File: src/rtl/psc_pkg.sv
`timescale 1ns / 1ps
`default_nettype none
// ----------------------------------------------------------------------------
// psc_pkg: shared constants for the procedural sky color pipeline
// All internal constants are real values scaled by 65536 (Q.16), rounded.
// ----------------------------------------------------------------------------
package psc_pkg;

	// fixed point basics
	localparam int ONE16 = 65536;
	localparam int HALF  = 32768;
	localparam int NCH   = 3;

	// sun direction normalize(1, 0.2, 0), x and y parts
	localparam int SUN_X_Q16 = 64263;
	localparam int SUN_Y_Q16 = 12853;

	// height scale 0.8, horizon base 0.9, white sun disk 0.95
	localparam int SCALE_K  = 52429;
	localparam int HZ_BASE  = 58982;
	localparam int WHITE_K  = 62259;

	// per channel colors: red, green, blue order
	localparam int BLUE_Q16  [NCH] = '{19661, 36045, 52429};
	localparam int RED_Q16   [NCH] = '{52429, 52429, 39322};
	localparam int TINT_Q16  [NCH] = '{13107, 9175, 9175};
	localparam int HORIZ_Q16 [NCH] = '{53084, 44237, 47186};

endpackage
`default_nettype wire

File: src/rtl/psc_channel.sv
`timescale 1ns / 1ps
`default_nettype none
// ----------------------------------------------------------------------------
// psc_channel: color lane for one channel
// Blue to red lerp, height scale, tint and sun disk terms, then the blend
// toward the horizon color; result in signed Q.16 at stage 14.
// ----------------------------------------------------------------------------
module psc_channel import psc_pkg::*; #(
	parameter int CH  = 0,
	parameter int SW  = 19,
	parameter int W3  = 32,
	parameter int C4W = 43
) (
	input  wire logic                  clk,
	input  wire logic                  en,
	input  wire logic        [16:0]    t_s6,
	input  wire logic        [16:0]    s_s6,
	input  wire logic signed [SW-1:0]  scale_s7,
	input  wire logic        [15:0]    wh_s11,
	input  wire logic        [W3-1:0]  w3_s12,
	output logic signed      [C4W-1:0] c_s14
);

	localparam int C0W = 19;
	localparam int T0W = 38;
	localparam int P1W = C0W + SW;
	localparam int C1W = C0W + SW - 15;
	localparam int C2W = C1W + 1;
	localparam int C3W = C2W + 1;
	localparam int DW  = C3W + 1;
	localparam int P4W = DW + W3 + 1;
	localparam int RB  = RED_Q16[CH] - BLUE_Q16[CH];

	// stage 7: lerp from blue toward red, tint term
	logic signed [T0W-1:0] p0;
	logic        [33:0]    tp;
	logic signed [C0W-1:0] c0_s7;
	logic        [15:0]    tnt_s7;
	assign p0 = T0W'(RB) * T0W'($signed({1'b0, t_s6}));
	assign tp = 34'(s_s6) * 34'(TINT_Q16[CH]) + 34'(HALF);

	always_ff @(posedge clk) begin
		if (en) begin
			c0_s7  <= C0W'(T0W'(BLUE_Q16[CH]) + ((p0 + T0W'(HALF)) >>> 16));
			tnt_s7 <= tp[31:16];
		end
	end

	// stage 8: height scale
	logic signed [P1W-1:0] p1;
	logic signed [C1W-1:0] c1_s8;
	logic        [15:0]    tnt_s8;
	assign p1 = P1W'(c0_s7) * P1W'(scale_s7);

	always_ff @(posedge clk) begin
		if (en) begin
			c1_s8  <= C1W'((p1 + P1W'(HALF)) >>> 16);
			tnt_s8 <= tnt_s7;
		end
	end

	// stages 9 to 11: add tint, wait for the sun disk term
	logic signed [C2W-1:0] c2_s [9:11];
	always_ff @(posedge clk) begin
		if (en) begin
			c2_s[9]  <= C2W'(c1_s8) + C2W'($signed({1'b0, tnt_s8}));
			c2_s[10] <= c2_s[9];
			c2_s[11] <= c2_s[10];
		end
	end

	// stage 12: add sun disk
	logic signed [C3W-1:0] c3_s12;
	always_ff @(posedge clk) begin
		if (en) begin
			c3_s12 <= C3W'(c2_s[11]) + C3W'($signed({1'b0, wh_s11}));
		end
	end

	// stage 13: horizon blend product
	logic signed [DW-1:0]  d;
	logic signed [P4W-1:0] prod_s13;
	logic signed [C3W-1:0] c3_s13;
	assign d = DW'(HORIZ_Q16[CH]) - DW'(c3_s12);

	always_ff @(posedge clk) begin
		if (en) begin
			prod_s13 <= P4W'(d) * P4W'($signed({1'b0, w3_s12}));
			c3_s13   <= c3_s12;
		end
	end

	// stage 14: finish the blend
	always_ff @(posedge clk) begin
		if (en) begin
			c_s14 <= C4W'(c3_s13) + C4W'((prod_s13 + P4W'(HALF)) >>> 16);
		end
	end

endmodule
`default_nettype wire

File: config.mk
export PLATFORM = sky130hd
export DESIGN_NAME = psc_channel
export DESIGN_NICKNAME = d
export VERILOG_FILES = /design/src/rtl/psc_pkg.sv /design/src/rtl/psc_channel.sv
export SDC_FILE = /design/constraint.sdc
export NUM_CORES = 2
export LEC_CHECK = 0
export BUFFER_PORTS_ARGS = -buffer_cell sky130_fd_sc_hd__clkbuf_2
export CAP_MARGIN = 30
export CORE_MARGIN = 2
export CORE_UTILIZATION = 40
export CTS_CLUSTER_DIAMETER = 120
export CTS_CLUSTER_SIZE = 40
export DETAILED_ROUTE_END_ITERATION = 10
export PLACE_DENSITY = 0.64
export SYNTH_ARGS = -nofsm -noshare
export SYNTH_HDL_FRONTEND = slang
export SYNTH_SLANG_ARGS = --single-unit
File: constraint.sdc
create_clock -name clk -period 22.7 [get_ports clk]
set_input_delay 6.81 -clock clk [delete_from_list [all_inputs] [get_ports clk]]
set_output_delay 6.81 -clock clk [all_outputs]
set_load 0.01 [all_outputs]
==> reports/summary.md <==
Setup repair after global routing left no endpoint under its margin. The multiplexer share of the synthesized area came out at 0.0181%. The fraction of the cycle the final worst path needs is 60.8%, and the post-placement worst setup slack is 8.42 ns.

From left edge to right edge, the die measures 375 um. The path with the worst hold slack has its endpoint at c2_s[2][67]$_DFFE_PP_. Number of nets in the final layout: 7423.

The worst hold path cell count is 0. The deepest level of the CTS H-tree was 1; the share of synthesized cell area in full adder, half adder and majority cells was 52.0%. Post-layout worst setup margin: 8.89 ns. The final number of setup-violating endpoints was 0. The tools report the overall routed net length as 144 mm. Global routing consumed, over all layers together, 20.8% of the routing resources. Compared with the post-synthesis result, the final layout area differs by 5.67%.

The main combinational cell family by area after synthesis is adder cells. The run gives 278 as the clock net sink count. The tools report the clock buffer count from CTS as 15. The setup check on the worst reg-to-reg path leaves a slack of 12.31 ns. The Yosys step of the flow raised 0 warnings. The critical path is of the primary input to register type.

The largest fanout on the critical path works out to 26. The run finished with clean final reports. Based on the critical path, the design can be clocked at up to 72.4 MHz.

The critical path starts at w3_s12[18]. After synthesis, the share of flip-flops with an asynchronous set or reset is 0%. The data arrival time of the critical path is 14.15 ns. The simple logic cell fraction of the synthesized area was 13.8%. The shortest period the worst path allows works out to 13.81 ns. In this run the critical register-to-register path is launched from c3_s12[0]$_DFFE_PP_. The number of nets handed over by synthesis was 7463. The tools report the initial antenna violation count as 5. The run gives 5705 as the cell count after synthesis.

At the end of routability-driven placement, the weighted congestion stood at 0.931. The number of library cell types mapped by synthesis came out at 70. For the number of routed nets with antenna violations, the log shows 0.

The share of cells above drive strength 1 was 4.41%. The critical path capture point type was a register. The floorplan step set the die height to 375 um. Buffers placed on the I/O ports in this run total 145. TritonCTS built the clock tree. Counting cells, the worst reg-to-reg path comes to 36. The first detailed-routing pass ran for 6 iterations. The setup TNS is 0 ns. Dividing the detail-routed via count by the number of cells gives 5.18. The count of endpoints failing hold in the final timing report was 0; the initial cell density of the core was 40.2%. 146 I/O pins were placed. Counting along the longest clock path gives a buffer depth of 3. The run gives 76 as the maximum number of pins on one net before global-route repair.

The logs give 0 for the remaining global-route overflow and 0.0530 ns for the maximum clock skew at final layout. Summing the areas of all xor and xnor instances in the mapped netlist gives 4.08% of the synthesized area. Critical hold path startpoint: c2_s[2][43]$_DFFE_PP_.

The floorplan step defined a die boundary enclosing 141000 um2. The final max-slew violation count was 0. At the pin with the least slew margin, the transition time is 0.959 ns.

Clock latency on the worst-skew pair, taken at its later pin, is 0.57 ns. In this run the tightest slew margin relative to its limit is 36.1%. The core region is 137000 um2. The critical path launch point type was a primary input.

After the first detailed-routing iteration, the DRC count stood at 2421. The run gives 55200 um2 as the area of the mapped netlist. Counting flops with a built-in enable in the synthesized netlist gives 278. The count of standard-cell rows was 136. The run gives 0 as the residual DRC count. The tree is rooted in a clkbuf_16.

The tools report the detailed placer's ending HPWL as 110 mm. At the end of the flow the core is filled with cells to 42.5%. The first global-routing pass estimated 230 mm of wire. Number of fill cells in the layout: 13300. In this run, post-CTS hold repair placed 0 buffers.

In this run the critical register-to-register path is captured at prod_s13[58]$_DFFE_PP_. Detailed routing inserted a total of 38700 vias. The tools report the number of buffers inserted by post-CTS setup repair as 0. For this run, the leading register cell type out of synthesis is edfxtp_1. The synthesized design contains 278 register bits.

The complex-gate fraction of the synthesized area is 4.98%, and the total of cells resized after clock tree synthesis is 0. For the number of global-route vias before repair, the log shows 41400. In this run the worst hold path is classified as register to register. The average footprint of a synthesized cell came out at 9.67 um2.

The share of the Yosys chip area taken by registers is 15.1%. Clock-pin slew was measured on the worst setup and hold paths at 0.14 ns. STA puts the critical path data required time at 23.03 ns. The average wire length per cell after detail routing is 19.3 um. For the count of maximum capacitance violations, the log shows 0.
[flip-flops by register name, summed over array words and instances (netlist names)]
name / count
c0_s7: 18
c1_s8: 22
c2_s: 69
c3_s12: 25
c3_s13: 25
c_s14: 43
prod_s13: 44
tnt_s7: 16
tnt_s8: 16
[routing by layer]
layer	routed length (um)	GRT usage, %	vias to the layer above
met4	5430	6.73	4
met1	55800	25.2	19800
li1	-	-	17300
met5	29	0	-
met2	74200	38.0	1241
met3	8630	2.70	325
[layout make-up]
class / count / area [um2] / area share [%]
multi-input combinational: 3963 / 41500 / 71.2
sequential: 278 / 8350 / 14.3
inverter: 1229 / 4610 / 7.91
tap: 1794 / 2240 / 3.85
timing repair buffer: 178 / 1000 / 1.72
clock buffer: 15 / 375 / 0.644
clock inverter: 10 / 221 / 0.380
antenna: 1 / 2.50 / 0.00429
[critical path, stage by stage]
cell and delay [ns]:
clkbuf_2 0.62, nand2_1 0.18, fa_1 0.57, inv_1 0.05, fa_1 0.50, fa_1 0.55, inv_1 0.05, fa_1 0.48
fa_1 0.55, inv_1 0.05, fa_1 0.50, fa_1 0.42, ha_1 0.37, a211oi_1 0.30, nand3_1 0.11, a21oi_1 0.22
o22ai_1 0.15, a21oi_1 0.44, o2111ai_1 0.39, a21bo_2 0.35, a21oi_1 0.22, nor2b_1 0.07, nor2_1 0.11, xnor2_1 0.07
[per-stage QoR]
stage                     hold WS [ns]  std cells  area [um2]
after floorplan                  0.400       5705       55200
after global placement           0.400       7441       57700
after detailed placement         0.405       7442       57700
after CTS                        0.390       7467       58300
after global routing             0.388       7467       58300
final                            0.383       7468       58300
[placed cells by master, fill, tap and decap left out, types with 20 or more instances in the layout]
| master | Yosys | routed |
|---|---|---|
| inv_1 | 1229 | 1229 |
| fa_1 | 1065 | 1065 |
| nand2_1 | 884 | 884 |
| ha_1 | 590 | 590 |
| and2_1 | 353 | 353 |
| edfxtp_1 | 278 | 278 |
| xnor2_1 | 180 | 165 |
| clkbuf_2 | 0 | 144 |
| a21oi_1 | 133 | 133 |
| nor2_1 | 124 | 124 |
| xor2_1 | 77 | 69 |
| o21ai_0 | 63 | 63 |
| a21o_1 | 62 | 62 |
| nand2b_1 | 52 | 52 |
| nand4_1 | 46 | 46 |
| nand3_1 | 44 | 44 |
| buf_4 | 0 | 32 |
| and3_1 | 31 | 31 |
| nor2b_1 | 30 | 30 |
| nor3_1 | 24 | 24 |
| o21a_1 | 23 | 23 |
| o21bai_1 | 20 | 20 |
[cell usage after synthesis, types with 10 or more instances]
cell | number | area share [%]
inv_1 | 1229 | 8.4
a211oi_1 | 12 | 0.16
nand3_1 | 44 | 0.40
and3_1 | 31 | 0.35
a31oi_1 | 10 | 0.11
clkbuf_1 | 222 | 1.5
o21ai_0 | 63 | 0.57
nand2_1 | 884 | 6.0
buf_1 | 10 | 0.068
ha_1 | 590 | 13
and2_1 | 353 | 4.0
o21bai_1 | 20 | 0.27
xnor2_1 | 180 | 2.9
edfxtp_1 | 278 | 15
nor2b_1 | 30 | 0.34
o21ai_1 | 14 | 0.13
a21oi_1 | 133 | 1.2
xor2_1 | 77 | 1.2
nand4_1 | 46 | 0.52
nor2_1 | 124 | 0.84
a21o_1 | 62 | 0.84
nor3_1 | 24 | 0.22
fa_1 | 1065 | 39
o21a_1 | 23 | 0.31
nand2b_1 | 52 | 0.59
[how the worst max path moves through the flow]
stage                                  end  slack [ns]  cells past startpoint
finish              prod_s13[47]$_DFFE_PP_        8.89                     24
global route        prod_s13[58]$_DFFE_PP_        8.57                     26
CTS                 prod_s13[47]$_DFFE_PP_        9.03                     24
detailed placement  prod_s13[47]$_DFFE_PP_        8.42                     24
global placement    prod_s13[47]$_DFFE_PP_        8.47                     24
floorplan              c1_s8[21]$_DFFE_PP_        9.17                     25
[kinds of logic (layout without fill, tap and decap cells)]
| family | after synthesis | count (layout) |
|---|---|---|
| adders and majority gates | 1655 | 1655 |
| and+or+nand+nor | 1627 | 1627 |
| buffers and inverters | 1464 | 1432 |
| AOI/OAI and AO/OA | 422 | 422 |
| DFF | 278 | 278 |
| xor gates and xnor gates | 257 | 257 |
| other | 1 | 2 |
| muxes | 1 | 1 |
Power is left out: the tool's default activity adds up to more than one toggle a clock period on the data nets, which glitch-free logic cannot reach.
